### config.mk
export PLATFORM = sky130hd
export DESIGN_NAME = led_matrix_frame_scanner
export DESIGN_NICKNAME = d
export VERILOG_FILES = /design/src/rtl/core/lmfs_pkg.sv /design/src/rtl/core/led_matrix_frame_scanner.sv /design/src/rtl/core/lmfs_frame_mem.sv /design/src/rtl/core/lmfs_pin_map.sv
export SDC_FILE = /design/constraint.sdc
export NUM_CORES = 1
export LEC_CHECK = 0
export ABC_AREA = 1
export BUFFER_PORTS_ARGS = -buffer_cell sky130_fd_sc_hd__buf_2
export CORE_MARGIN = 4
export CORE_UTILIZATION = 50
export DETAILED_ROUTE_END_ITERATION = 8
export PLACE_DENSITY = 0.71
export REMOVE_ABC_BUFFERS = 1
export SETUP_SLACK_MARGIN = 0.5
export SKIP_CTS_REPAIR_TIMING = 1
export SYNTH_ARGS = -nofsm -noshare
export SYNTH_HDL_FRONTEND = slang
export SYNTH_SLANG_ARGS = --single-unit
### constraint.sdc
create_clock -name clk -period 3.7 [get_ports clk]
set_clock_uncertainty 0.1 [all_clocks]
set_input_delay 0 -clock clk [delete_from_list [all_inputs] [get_ports clk]]
set_output_delay 0 -clock clk [all_outputs]
set_load 0.01 [all_outputs]
### src/rtl/core/lmfs_pkg.sv
// ----------------------------------------------------------------------------
// lmfs_pkg
// Shared types, operation codes and pin scatter tables for the LED matrix
// frame scanner.
// ----------------------------------------------------------------------------
package lmfs_pkg;

  localparam int ROWS      = 8;
  localparam int ROW_W     = 8;
  localparam int ROW_IDX_W = 3;

  typedef enum logic [2:0] {
    FUNC_TICK  = 3'd0,
    FUNC_SET   = 3'd1,
    FUNC_CLR   = 3'd2,
    FUNC_TGL   = 3'd3,
    FUNC_WRITE = 3'd4,
    FUNC_READ  = 3'd5
  } func_t;

  typedef enum logic {
    ST_IDLE = 1'b0,
    ST_EXEC = 1'b1
  } state_t;

  // write request into the frame memory
  typedef struct packed {
    logic                 we;
    logic [ROW_IDX_W-1:0] addr;
    logic [ROW_W-1:0]     data;
  } mem_wr_t;

  typedef struct packed {
    logic [7:0] b;
    logic [7:0] c;
    logic [7:0] d;
  } pins_t;

  // entry i: 1-based source bit that drives port bit i, 0 = tied low
  typedef logic [3:0] pin_tab_t [8];

  localparam pin_tab_t COL_TAB_B = '{4'd0, 4'd0, 4'd0, 4'd0, 4'd2, 4'd4, 4'd0, 4'd0};
  localparam pin_tab_t COL_TAB_C = '{4'd0, 4'd0, 4'd1, 4'd0, 4'd3, 4'd6, 4'd0, 4'd0};
  localparam pin_tab_t ROW_TAB_C = '{4'd2, 4'd3, 4'd0, 4'd5, 4'd0, 4'd0, 4'd0, 4'd0};
  localparam pin_tab_t COL_TAB_D = '{4'd7, 4'd0, 4'd5, 4'd0, 4'd0, 4'd8, 4'd0, 4'd0};
  localparam pin_tab_t ROW_TAB_D = '{4'd0, 4'd1, 4'd0, 4'd6, 4'd4, 4'd0, 4'd8, 4'd7};

  function automatic logic [7:0] scatter(input logic [7:0] src, input pin_tab_t tab);
    logic [7:0] r;
    logic [3:0] from;
    r = '0;
    for (int i = 0; i < 8; i++) begin
      from = tab[i];
      if (from >= 4'd1 && from <= 4'd8) begin
        r[i] = src[3'(from - 4'd1)];
      end
    end
    return r;
  endfunction

endpackage

### src/rtl/core/led_matrix_frame_scanner.sv
// ----------------------------------------------------------------------------
// led_matrix_frame_scanner
// 8x8 LED matrix controller: frame edits, cell reads and row scan ticks.
//
//   channel  | signals                                     | handshake
//   ---------+---------------------------------------------+-----------------
//   command  | func, row_index, column_index, row_data     | start & !busy
//   result   | port_b, port_c, port_d, cell_value          | done (1 cycle)
//
// Each transaction first reads the frame row from the frame memory (a
// registered read), then modifies it, writes it back and registers the
// result. busy is high only in that modify and write-back cycle; done pulses
// in the following cycle, in which a new command can already be taken.
// Synchronous reset clears the scan row, the ports and the frame valid flags.
// The receiver cannot stall; ports hold between scan ticks.
// ----------------------------------------------------------------------------
module led_matrix_frame_scanner (
  input  logic       clk,
  input  logic       rst,
  input  logic       start,
  output logic       busy,
  input  logic [2:0] func,
  input  logic [2:0] row_index,
  input  logic [2:0] column_index,
  input  logic [7:0] row_data,
  output logic       done,
  output logic [7:0] port_b,
  output logic [7:0] port_c,
  output logic [7:0] port_d,
  output logic       cell_value
);
  import lmfs_pkg::*;

  state_t state, state_next;

  logic [2:0]           func_q;
  logic [2:0]           row_q;
  logic [2:0]           col_q;
  logic [7:0]           data_q;
  logic [ROW_IDX_W-1:0] scan_row;

  logic                 accept;
  logic                 rd_en;
  logic [ROW_IDX_W-1:0] rd_addr;
  logic [ROW_W-1:0]     rd_data;
  mem_wr_t              wr;
  pins_t                pins;
  logic [7:0]           mask;

  assign accept  = start && !busy;
  assign rd_addr = (func == FUNC_TICK) ? scan_row : row_index;

  // next state
  always_comb begin
    state_next = state;
    case (state)
      ST_IDLE: if (start) state_next = ST_EXEC;
      ST_EXEC: state_next = ST_IDLE;
      default: state_next = ST_IDLE;
    endcase
  end

  // FSM outputs
  always_comb begin
    busy  = 1'b0;
    rd_en = 1'b0;
    case (state)
      ST_IDLE: rd_en = start;
      ST_EXEC: busy  = 1'b1;
      default: busy  = 1'b0;
    endcase
  end

  always_ff @(posedge clk) begin
    if (rst) begin
      state <= ST_IDLE;
    end else begin
      state <= state_next;
    end
  end

  always_ff @(posedge clk) begin
    if (accept) begin
      func_q <= func;
      row_q  <= row_index;
      col_q  <= column_index;
      data_q <= row_data;
    end
  end

  // read-modify-write of the addressed row
  assign mask = 8'h80 >> col_q;

  always_comb begin
    wr.we   = 1'b0;
    wr.addr = row_q;
    wr.data = rd_data;
    case (func_q)
      FUNC_SET:   wr.data = rd_data | mask;
      FUNC_CLR:   wr.data = rd_data & ~mask;
      FUNC_TGL:   wr.data = rd_data ^ mask;
      FUNC_WRITE: wr.data = data_q;
      default:    wr.data = rd_data;
    endcase
    if (busy && (func_q == FUNC_SET || func_q == FUNC_CLR ||
                 func_q == FUNC_TGL || func_q == FUNC_WRITE)) begin
      wr.we = 1'b1;
    end
  end

  lmfs_frame_mem u_mem (
    .clk     (clk),
    .rst     (rst),
    .rd_en   (rd_en),
    .rd_addr (rd_addr),
    .rd_data (rd_data),
    .wr      (wr)
  );

  lmfs_pin_map u_pins (
    .row_byte (rd_data),
    .scan_row (scan_row),
    .pins     (pins)
  );

  always_ff @(posedge clk) begin
    if (rst) begin
      done       <= 1'b0;
      scan_row   <= '0;
      port_b     <= '0;
      port_c     <= '0;
      port_d     <= '0;
      cell_value <= 1'b0;
    end else begin
      done <= busy;
      if (busy) begin
        cell_value <= (func_q == FUNC_READ) ? rd_data[3'd7 - col_q] : 1'b0;
        if (func_q == FUNC_TICK) begin
          port_b   <= pins.b;
          port_c   <= pins.c;
          port_d   <= pins.d;
          scan_row <= scan_row + 1'b1;
        end
      end
    end
  end

  a_done_follows_exec: assert property (@(posedge clk) disable iff (rst)
    done |-> $past(busy)) else $error("done without a preceding execute cycle");

  a_exec_one_cycle: assert property (@(posedge clk) disable iff (rst)
    busy |=> !busy) else $error("execute phase longer than one cycle");

  a_accept_to_exec: assert property (@(posedge clk) disable iff (rst)
    accept |=> busy) else $error("accepted transaction did not enter execute");

  a_scan_advance: assert property (@(posedge clk) disable iff (rst)
    (busy && func_q == FUNC_TICK) |=> scan_row == $past(scan_row) + 3'd1)
    else $error("scan row did not advance on tick");

  a_no_write_on_read: assert property (@(posedge clk) disable iff (rst)
    (busy && (func_q == FUNC_READ || func_q == FUNC_TICK)) |-> !wr.we)
    else $error("frame written on read or tick");

endmodule

### src/rtl/core/lmfs_frame_mem.sv
// ----------------------------------------------------------------------------
// lmfs_frame_mem
// Frame store: eight row bytes, one write and one registered read per cycle.
// Per-row valid flags make unwritten rows read as zero after reset.
// ----------------------------------------------------------------------------
module lmfs_frame_mem (
  input  logic                             clk,
  input  logic                             rst,
  input  logic                             rd_en,
  input  logic [lmfs_pkg::ROW_IDX_W-1:0]   rd_addr,
  output logic [lmfs_pkg::ROW_W-1:0]       rd_data,
  input  lmfs_pkg::mem_wr_t                wr
);
  import lmfs_pkg::*;

  logic [ROW_W-1:0] mem [ROWS];
  logic [ROWS-1:0]  row_valid;
  logic [ROW_W-1:0] mem_q;
  logic             valid_q;

  always_ff @(posedge clk) begin
    if (wr.we) begin
      mem[wr.addr] <= wr.data;
    end
    if (rd_en) begin
      mem_q <= mem[rd_addr];
    end
  end

  always_ff @(posedge clk) begin
    if (rst) begin
      row_valid <= '0;
      valid_q   <= 1'b0;
    end else begin
      if (wr.we) begin
        row_valid[wr.addr] <= 1'b1;
      end
      if (rd_en) begin
        valid_q <= row_valid[rd_addr];
      end
    end
  end

  assign rd_data = valid_q ? mem_q : '0;

endmodule

### src/rtl/core/lmfs_pin_map.sv
// ----------------------------------------------------------------------------
// lmfs_pin_map
// Scatters the inverted row byte and the one-hot scan row bit onto the
// three port bytes through the fixed pin tables.
// ----------------------------------------------------------------------------
module lmfs_pin_map (
  input  logic [lmfs_pkg::ROW_W-1:0]     row_byte,
  input  logic [lmfs_pkg::ROW_IDX_W-1:0] scan_row,
  output lmfs_pkg::pins_t                pins
);
  import lmfs_pkg::*;

  logic [7:0] cols;
  logic [7:0] rows;

  // a lit cell pulls its column low
  assign cols = ~row_byte;
  assign rows = 8'd1 << scan_row;

  assign pins.b = scatter(cols, COL_TAB_B);
  assign pins.c = scatter(cols, COL_TAB_C) | scatter(rows, ROW_TAB_C);
  assign pins.d = scatter(cols, COL_TAB_D) | scatter(rows, ROW_TAB_D);

endmodule

=== Word level (Yosys, flattened, before mapping) ===
Memories as Yosys holds them, arrays and structs flattened. A register that Yosys moved wholly into a read port is not among the register bits.
Cells that the tools add are included.

* Flip-flop bits (word level): 50
* RAM bits: 64
* Input port bits: 20
* Output and inout port bits: 27
* Logic and storage cells: 63
* Memories: 1

* $add $sub $neg: 2
* Order comparisons: 4
* Equal/unequal tests: 5
* Shift operators: 2
* Muxes and demuxes: 17
* Bitwise logic cells: 9
* Reductions and logical operators: 10

{| class="wikitable"
|+ Memory list
! memory !! depth !! width !! read ports !! clocked after memory_dff !! wr ports !! line !! RTL
|-
| u_mem.mem || 8 || 8 || 1 || 1 || 1 || lmfs_frame_mem.sv:16 || <nowiki>logic [ROW_W-1:0] mem [ROWS];</nowiki>
|}

{| class="wikitable"
|+ Operator list
! operator !! number
|-
| 8-bit case mux with 4 select lines || 1
|-
| 8-bit inverter || 2
|-
| 8-bit bitwise OR || 2
|-
| 3-bit by 4-bit less-than comparator with 1-bit output (second input constant) || 3
|-
| 1-bit two-way mux || 10
|-
| 8-bit bitwise AND || 1
|-
| 8-bit two-way mux || 1
|-
| 6-bit by 8-bit bitwise OR with 8-bit output || 1
|-
| 1-bit by 3-bit << shifter with 8-bit output (first input constant) || 1
|-
| 8-bit by 3-bit >> shifter with 8-bit output (first input constant) || 1
|-
| 8-bit XOR || 1
|-
| 1-bit binary-select mux with 3-bit select || 2
|-
| 3-bit by 2-bit equality test with 1-bit output (second input constant) || 2
|-
| 3-bit equality test (second input constant) || 2
|-
| 3-bit logical NOT || 2
|-
| 6-bit by 4-bit bitwise OR with 6-bit output || 1
|-
| 3-bit by 1-bit adder with 3-bit output (second input constant) || 1
|-
| 1-bit demux with 3-bit select || 1
|-
| 3-bit by 1-bit equality test with 1-bit output (second input constant) || 1
|-
| 3-bit by 1-bit greater-or-equal comparator with 1-bit output (second input constant) || 1
|-
| 1-bit logical AND || 3
|-
| 1-bit logical OR || 3
|-
| 3-bit two-way mux || 1
|-
| 3-bit subtractor (first input constant) || 1
|-
| other kinds (4) || 4
|}

=== Longest topological paths before layout ===
Gate-level depths: netlist (run 1).

* Word-level depth: 8
* Mapped depth: 10
* Mapped depth without buffers: 9

=== Hierarchy ===
A second synthesis (run 1) with hierarchy kept.

* Cell total of the unflattened synthesis: 594
* Area, all modules: 5,681.7 µm²

{| class="wikitable"
|+ Modules (own cells, without submodules)
! module !! instances !! cells each !! area each (µm²) !! sequential area each (µm²)
|-
| lmfs_frame_mem || 1 || 279 || 3,253.1 || 2,342.2
|-
| led_matrix_frame_scanner || 1 || 283 || 2,278.4 || 1,111.1
|-
| lmfs_pin_map || 1 || 32 || 150.1 || 0.0
|}

=== Worst setup path before layout (run 1) ===
OpenSTA, ideal clock, no wires.

* Kind: register to register
* Start point: register func_q[1]
* End point: memory u_mem.mem[6][0], enable pin
* Library setup time: 0.386 ns
* Data arrival time: 1.533 ns
* Required time: 3.214 ns
* Path slack: 1.681 ns
* Cell stages (with the launch flop): 6
* Buffers on the path: 0
* Clock period less this slack: 2.019 ns
* Cells stage by stage: edfxtp_1 -> nor2_4 -> nand2_1 -> nand2_1 -> nand2_1 -> nor3_1

* Longest elaborated chain between the ends: 8
* Elaborated cells on any way between the ends: 11
* Those cells by class: eq/ne: 4; mux: 3; reduce/logical: 4

{| class="wikitable"
|+ RTL lines
! item !! line !! RTL
|-
| from (decl) || led_matrix_frame_scanner.sv:36 || <nowiki>logic [2:0] func_q;</nowiki>
|-
| from (signal assigned) || led_matrix_frame_scanner.sv:84 || <nowiki>func_q <= func;</nowiki>
|-
| 3-bit by 1-bit equality test with 1-bit output or 3-bit by 2-bit equality test with 1-bit output (tied branches) || led_matrix_frame_scanner.sv:105 || <nowiki>if (busy && (func_q == FUNC_SET || func_q == FUNC_CLR ||</nowiki>
|-
| 1-bit logical OR (2 in a row) || led_matrix_frame_scanner.sv:105 ||
|-
| 1-bit logical OR (*) || led_matrix_frame_scanner.sv:106 || <nowiki>func_q == FUNC_TGL || func_q == FUNC_WRITE)) begin</nowiki>
|-
| 1-bit logical AND (*) || led_matrix_frame_scanner.sv:105 ||
|-
| 1-bit two-way mux (*) || led_matrix_frame_scanner.sv:105 ||
|-
| 1-bit two-way mux (*) || lmfs_frame_mem.sv:22 || <nowiki>if (wr.we) begin</nowiki>
|-
| 1-bit two-way mux (implied by the code) (*) || lmfs_frame_mem.sv:23 || <nowiki>mem[wr.addr] <= wr.data;</nowiki>
|-
| to (decl) || lmfs_frame_mem.sv:16 ||
|}

Every way passes the cells marked *; elsewhere a longest branch is shown, timed or not.

=== Worst setup path after layout (run 1) ===
* Start point: register func_q[2]
* End point: memory u_mem.mem[6][1], enable pin

Same word-level chain as after synthesis.

==> impl_results.md, run 1 <==
- Worst-path clk slew: 0.06 ns
- Reg2Reg Depth: 5
- Worst path slowest cell: nor3_1
- Core Area: 0.0104 mm^2
- Gr usage total: 19.8%
- Total Wirelength: 11.9 mm
- Vias in the first global route: 3997
- Met2 wire len: 5.96 mm
- Via count: 3878
- Top sig layer: met4
- Predominant post-synthesis flop cell: edfxtp_1
- Antenna Diode Count: 0
- Worst Hold Launch: column_index[1]
- Post-synth ARST share: 0%
- Total global routing overflow: 0
- Row cnt: 37
- Worst hold stages: 2
- Post-synth EDFFs: 89
- Initial antenna violation count: 0
- Final setup viols: 0
- First-pass GRT wire length: 19.6 mm
- Clock period minus worst slack: 2.45 ns
- Max-slew violation count: 0
- Most frequent cells in the layout: nand2_1, edfxtp_1, inv_1
- RSZ-0062 raised after global routing: false
- Area grow syn2layout: 19.7%
- Slew headroom: 24.6%
- DR pass1 iterations: 5
- Clock sinks: 120
- Reg2reg start: func_q[2]
- CTS Buffer Depth: 2
- R2R Setup Slk: 1.25 ns
- Max VDD drop: 0.250 mV
- CP dominant cell by count: nand2_1
- Clock root buffer: clkbuf_8
- Fin crit share: 66.2%
- YS warnings: 0
- Final setup TNS: 0 ns
- Synthesized cell area: 0.00538 mm^2
- Largest net degree at the start of global routing: 36
- Sink of the worst hold path: col_q[1]
- Clock latency at the later pin of the worst-skew pair: 0.53 ns
- Max frequency: 408 MHz
- Final #Nets: 616
- Drt via density: 5.36
- Htree depth: 4
- Die area: 0.0125 mm^2
- Seq/Total Area, Yosys: 61.2%
- Met1 wire length: 5.09 mm
- Worst Setup SP: func_q[2]
- CP max FO: 12
- Worst Max-Slew Pin Slew: 1.12 ns
- Top-level port count: 47
- Final hold viol count: 0
- WP data arrival: 2.49 ns
- Inserted Clock Buffers: 17
- Synthesized area per cell: 10.5 um^2
- R2R Path End: u_mem.mem[6][1]
- Cell breakdown of the critical path: inv_1 > nand2_1 > nand2_1 > nand2_1 > nor3_1
- Inst Count DP: 671
- Initial core utilization: 51.6%
- Critical path data required time: 3.74 ns
- Mapped Cells: 512
- Final Non-Filler Cells: 723
- Yosys cell types: 28
- Commonest non-fill, non-tap cell in the layout: nand2_1
- CTS tree: yes
- Die X-Extent: 112 um
- Startpoint class of the critical path: register
- Status: finished, final reports clean
- Final Wtd Congestion: 0.898
- WL met3: 632 um
- Post-DP HPWL: 7.81 mm
- Share of post-route cells with drive strength above 1: 14.8%
- Synth Register Bits: 120
- Worst Hold Class: in2reg
- CP endpoint kind: register
- DRT antenna net count: 0
- Setup CP Type: reg2reg
- DRT iter0 DRCs: 329
- Total of max-cap violations: 0
- Die height: 112 um
- Number of port buffers: 38
- Static Leak: 2.71 nW
- Avg WL per Cell: 16.5 um
- PwrDens: 534 mW/mm^2
- Final-layout fill cell count: 832
- DRC viols: 0
- Slowest stage delay, CP: 0.86 ns
==> layout make-up <==
type                    instances  area [um^2]  share of cell area (%)
inverters                      50          188                    2.92
clock buffers                  20          478                    7.43
repair buffers                 59          398                    6.18
flip-flops and latches        120         3290                    51.2
well taps                     136          170                    2.64
multi-input cells             326         1780                    27.6
clock inverters                12          134                    2.08
==> critical path, delay by kind of cell, from the launching register on <==
| family | cells | cell delay (ns) |
|---|---|---|
| DFF | 1 | 0.60 |
| and+or+nand+nor | 4 | 1.13 |
| buffers and inverters | 1 | 0.22 |
==> cells by family (layout without fill, tap and decap cells) <==
family | count (synthesis) | count (layout) | share of synthesized area, %
AOI/OAI and AO/OA | 103 | 103 | 11.8
buffers and inverters | 73 | 141 | 6.26
other | 1 | 8 | 0.0697
and+or+nand+nor | 193 | 193 | 15.5
adders and majority gates | 22 | 22 | 5.12
DFF | 120 | 120 | 61.2
==> layer usage <==
layer / vias up / GRT usage (%)
met5: - / 0
met3: 23 / 4.62
met4: 0 / 7.38
li1: 1883 / -
met2: 122 / 32.6
met1: 1850 / 25.6
==> worst max path at each step <==
stage,to,slack [ns],cells after the start
4_1_cts,u_mem.mem[6][6],1.22,5
5_1_grt,u_mem.mem[6][2],0.98,5
3_3_place_gp,u_mem.mem[6][0],1.47,5
3_5_place_dp,u_mem.mem[6][1],1.28,5
2_1_floorplan,u_mem.mem[6][0],1.67,5
6_report,u_mem.mem[6][1],1.25,5
==> power breakdown <==
group	internal (mW)	switching, mW
Clock	1.06	0.609
Combinational	0.0780	0.170
Sequential	1.49	0.0220
Total	2.63	0.801
==> sequential cells by signal (all words and copies together), names as in the netlist, 3 cells and up <==
name and flops:
col_q 3, data_q 8, func_q 3, port_c 6, port_d 8, row_q 3, scan_row 3, u_mem.mem 64
u_mem.mem_q 8, u_mem.row_valid 8
==> cell usage after synthesis (all sizes together), types with 4 or more instances <==
library cell  instances  share of area [%]
nand2               112                8.1
o21ai                49                5.2
nand3                36                3.3
o21a                  4               0.56
inv                  50                3.5
nor2                 39                3.0
o22ai                 8               0.93
nor3                  6                1.0
ha                   22                5.1
o2bb2ai               8                1.3
edfxtp               89                 50
a21oi                24                2.2
buf                  20                2.6
dfxtp                31                 12
a221oi                8                1.3
==> stage by stage <==
step | hold WS [ns] | power, mW | cell area [um^2] | worst slack, ns | utilization (%)
6_report | 0.0803 | 3.43 | 6440 | 1.25 | 61.8
5_1_grt | 0.0945 | 3.55 | 6440 | 0.976 | 61.8
4_1_cts | -0.458 | 3.43 | 6240 | 1.22 | 59.9
3_5_place_dp | 0.0787 | 1.77 | 5620 | 1.28 | 54.0
3_3_place_gp | 0.0771 | 1.76 | 5620 | 1.47 | 54.0
2_1_floorplan | -0.0309 | 1.69 | 5260 | 1.67 | -
No activity file was read; power rests on OpenSTA's default activity.
==> inputs of run 2 (changes only) <==
Clock period 3.7 ns to 2.29 ns, I/O delays scaled along.
==> run 2 against run 1 <==
Core utilization up 4.7 points. Sequential power is 62% higher. Clock power increased by 48%. Highest routed layer unchanged. Largest power group unchanged. Power rose by 58%. Critical endpoint is now u_mem.mem[6][3]. Largest cell class unchanged.
==> impl_results.md, run 2 (same netlist as run 1, synthesis figures left out) <==
- DR pass1 iterations: 5 (unchanged)
- Initial core utilization: 51.6% (unchanged)
- DRT iter0 DRCs: 424 (was 329)
- Antenna Diode Count: 0 (unchanged)
- Final setup viols: 0 (unchanged)
- CP max FO: 8 (was 12)
- Final #Nets: 647 (was 616)
- Vias in the first global route: 3884 (was 3997)
- Slew headroom: 58.5% (was 24.6%)
- First-pass GRT wire length: 19.0 mm (was 19.6 mm)
- Avg WL per Cell: 18.0 um (was 16.5 um)
- Drt via density: 5.55 (was 5.36)
- Max-slew violation count: 0 (unchanged)
- Clock period minus worst slack: 2.09 ns (was 2.45 ns)
- Final Wtd Congestion: 0.876 (was 0.898)
- Clock root buffer: clkbuf_8 (unchanged)
- Top-level port count: 47 (unchanged)
- Commonest non-fill, non-tap cell in the layout: nand2_1 (unchanged)
- Row cnt: 37 (unchanged)
- Largest register by flop count: u_mem.mem (unchanged)
- Post-DP HPWL: 7.62 mm (was 7.81 mm)
- Clock latency at the later pin of the worst-skew pair: 0.52 ns (was 0.53 ns)
- Setup CP Type: reg2reg (unchanged)
- Total global routing overflow: 0 (unchanged)
- Worst path slowest cell: edfxtp_1 (was nor3_1)
- Static Leak: 2.91 nW (was 2.71 nW)
- DRT antenna net count: 0 (unchanged)
- RSZ-0062 raised after global routing: true (was false)
- Worst Hold Launch: row_data[1] (was column_index[1])
- Reg2reg start: col_q[1] (was func_q[2])
- Total of max-cap violations: 0 (unchanged)
- Number of port buffers: 38 (unchanged)
- Worst Setup SP: col_q[1] (was func_q[2])
- Max reg flops: 64 (unchanged)
- WP data arrival: 2.22 ns (was 2.49 ns)
- CTS Buffer Depth: 2 (unchanged)
- Largest net degree at the start of global routing: 36 (unchanged)
- Status: finished, final reports clean (unchanged)
- Fin crit share: 91.4% (was 66.2%)
- Core Area: 0.0104 mm^2 (unchanged)
- Final-layout fill cell count: 733 (was 832)
- Startpoint class of the critical path: register (unchanged)
- Slowest stage delay, CP: 0.53 ns (was 0.86 ns)
- Worst-path clk slew: 0.06 ns (about the same)
- Initial antenna violation count: 0 (unchanged)
- DRC viols: 0 (unchanged)
- Via count: 4187 (was 3878)
- Worst path buffer plus inverter count: 0 (was 1)
- Max frequency: 478 MHz (was 408 MHz)
- Die area: 0.0125 mm^2 (unchanged)
- Most frequent cells in the layout: nand2_1, edfxtp_1, inv_1 (unchanged)
- Total Wirelength: 13.6 mm (was 11.9 mm)
- Die X-Extent: 112 um (unchanged)
- Final hold viol count: 0 (unchanged)
- Critical path data required time: 2.42 ns (was 3.74 ns)
- Gr usage total: 19.4% (was 19.8%)
- Area grow syn2layout: 28.8% (was 19.7%)
- Inserted Clock Buffers: 17 (unchanged)
- Worst Hold Class: in2reg (unchanged)
- Max VDD drop: 0.475 mV (was 0.250 mV)
- Tot Pwr: 5.43 mW (was 3.43 mW)
- CP endpoint kind: register (unchanged)
- Final instance area: 0.00693 mm^2 (was 0.00644 mm^2)
- Share of post-route cells with drive strength above 1: 25.9% (was 14.8%)
- Cell Area, Placed: 0.00573 mm^2 (was 0.00562 mm^2)
- Htree depth: 4 (unchanged)
- Cell breakdown of the critical path: nor2_4 > nand2_1 > ha_1 > o21ai_0 > a221oi_2 > nand2_2 (was inv_1 > nand2_1 > nand2_1 > nand2_1 > nor3_1)
- Die height: 112 um (unchanged)
- CTS tree: yes (unchanged)
- Crit path max-delay family: flip-flops (was simple AND/OR/NAND/NOR gates)
- Final setup TNS: 0 ns (unchanged)
- Final core occ: 66.5% (was 61.8%)
- Worst Max-Slew Pin Slew: 0.622 ns (was 1.12 ns)
- Clock sinks: 120 (unchanged)
- PwrDens: 783 mW/mm^2 (was 534 mW/mm^2)
[run 2: area by class of cell]
type                    instances  area (um^2)  area share [%]
inverters                      50          194            2.80
clock buffers                  21          482            6.95
well taps                     136          170            2.46
multi-input cells             326         2000            28.8
repair buffers                 90          708            10.2
clock inverters                11         82.6            1.19
flip-flops and latches        120         3290            47.5
[run 2: metal layers]
metal	global-route usage [%]	wire length, um	vias to the layer above	share of wire (%)
met4	7.87	367	0	2.7
met1	26.2	5380	2037	40
met5	0	0	-	0
met3	4.46	992	33	7.3
li1	-	-	1945	-
met2	30.4	6850	172	50
[run 2: metrics by stage]
step	setup slack [ns]	hold WS, ns	cells
after floorplan	0.262	-0.0309	496
after detailed placement	0.231	0.0784	682
final	0.196	0.0839	754
after global placement	0.307	0.0762	682
after global routing	0.126	0.0891	754
after CTS	0.154	-0.455	714
[run 2: final timing paths]
| check | endpoint | slack, ns | depth (start not counted) |
|---|---|---|---|
| setup / recovery | u_mem.mem[6][3] | 0.20 | 6 |
| hold / removal | data_q[1] | 0.08 | 2 |
| setup reg to reg | u_mem.mem[6][3] | 0.20 | 6 |
| hold reg to reg | u_mem.row_valid[7] | 0.36 | 1 |
[run 2: worst reg2reg max path, stage by stage, from the launching register on]
cell      delay (ns)
edfxtp_1        0.53
nor2_4          0.18
nand2_1         0.11
ha_1            0.29
o21ai_0         0.14
a221oi_2        0.29
nand2_2         0.17
[run 2: power by group]
group          total [mW]  switching, mW  internal, mW
clock network        2.47          0.971          1.50
logic               0.508          0.326         0.182
registers            2.45         0.0376          2.41
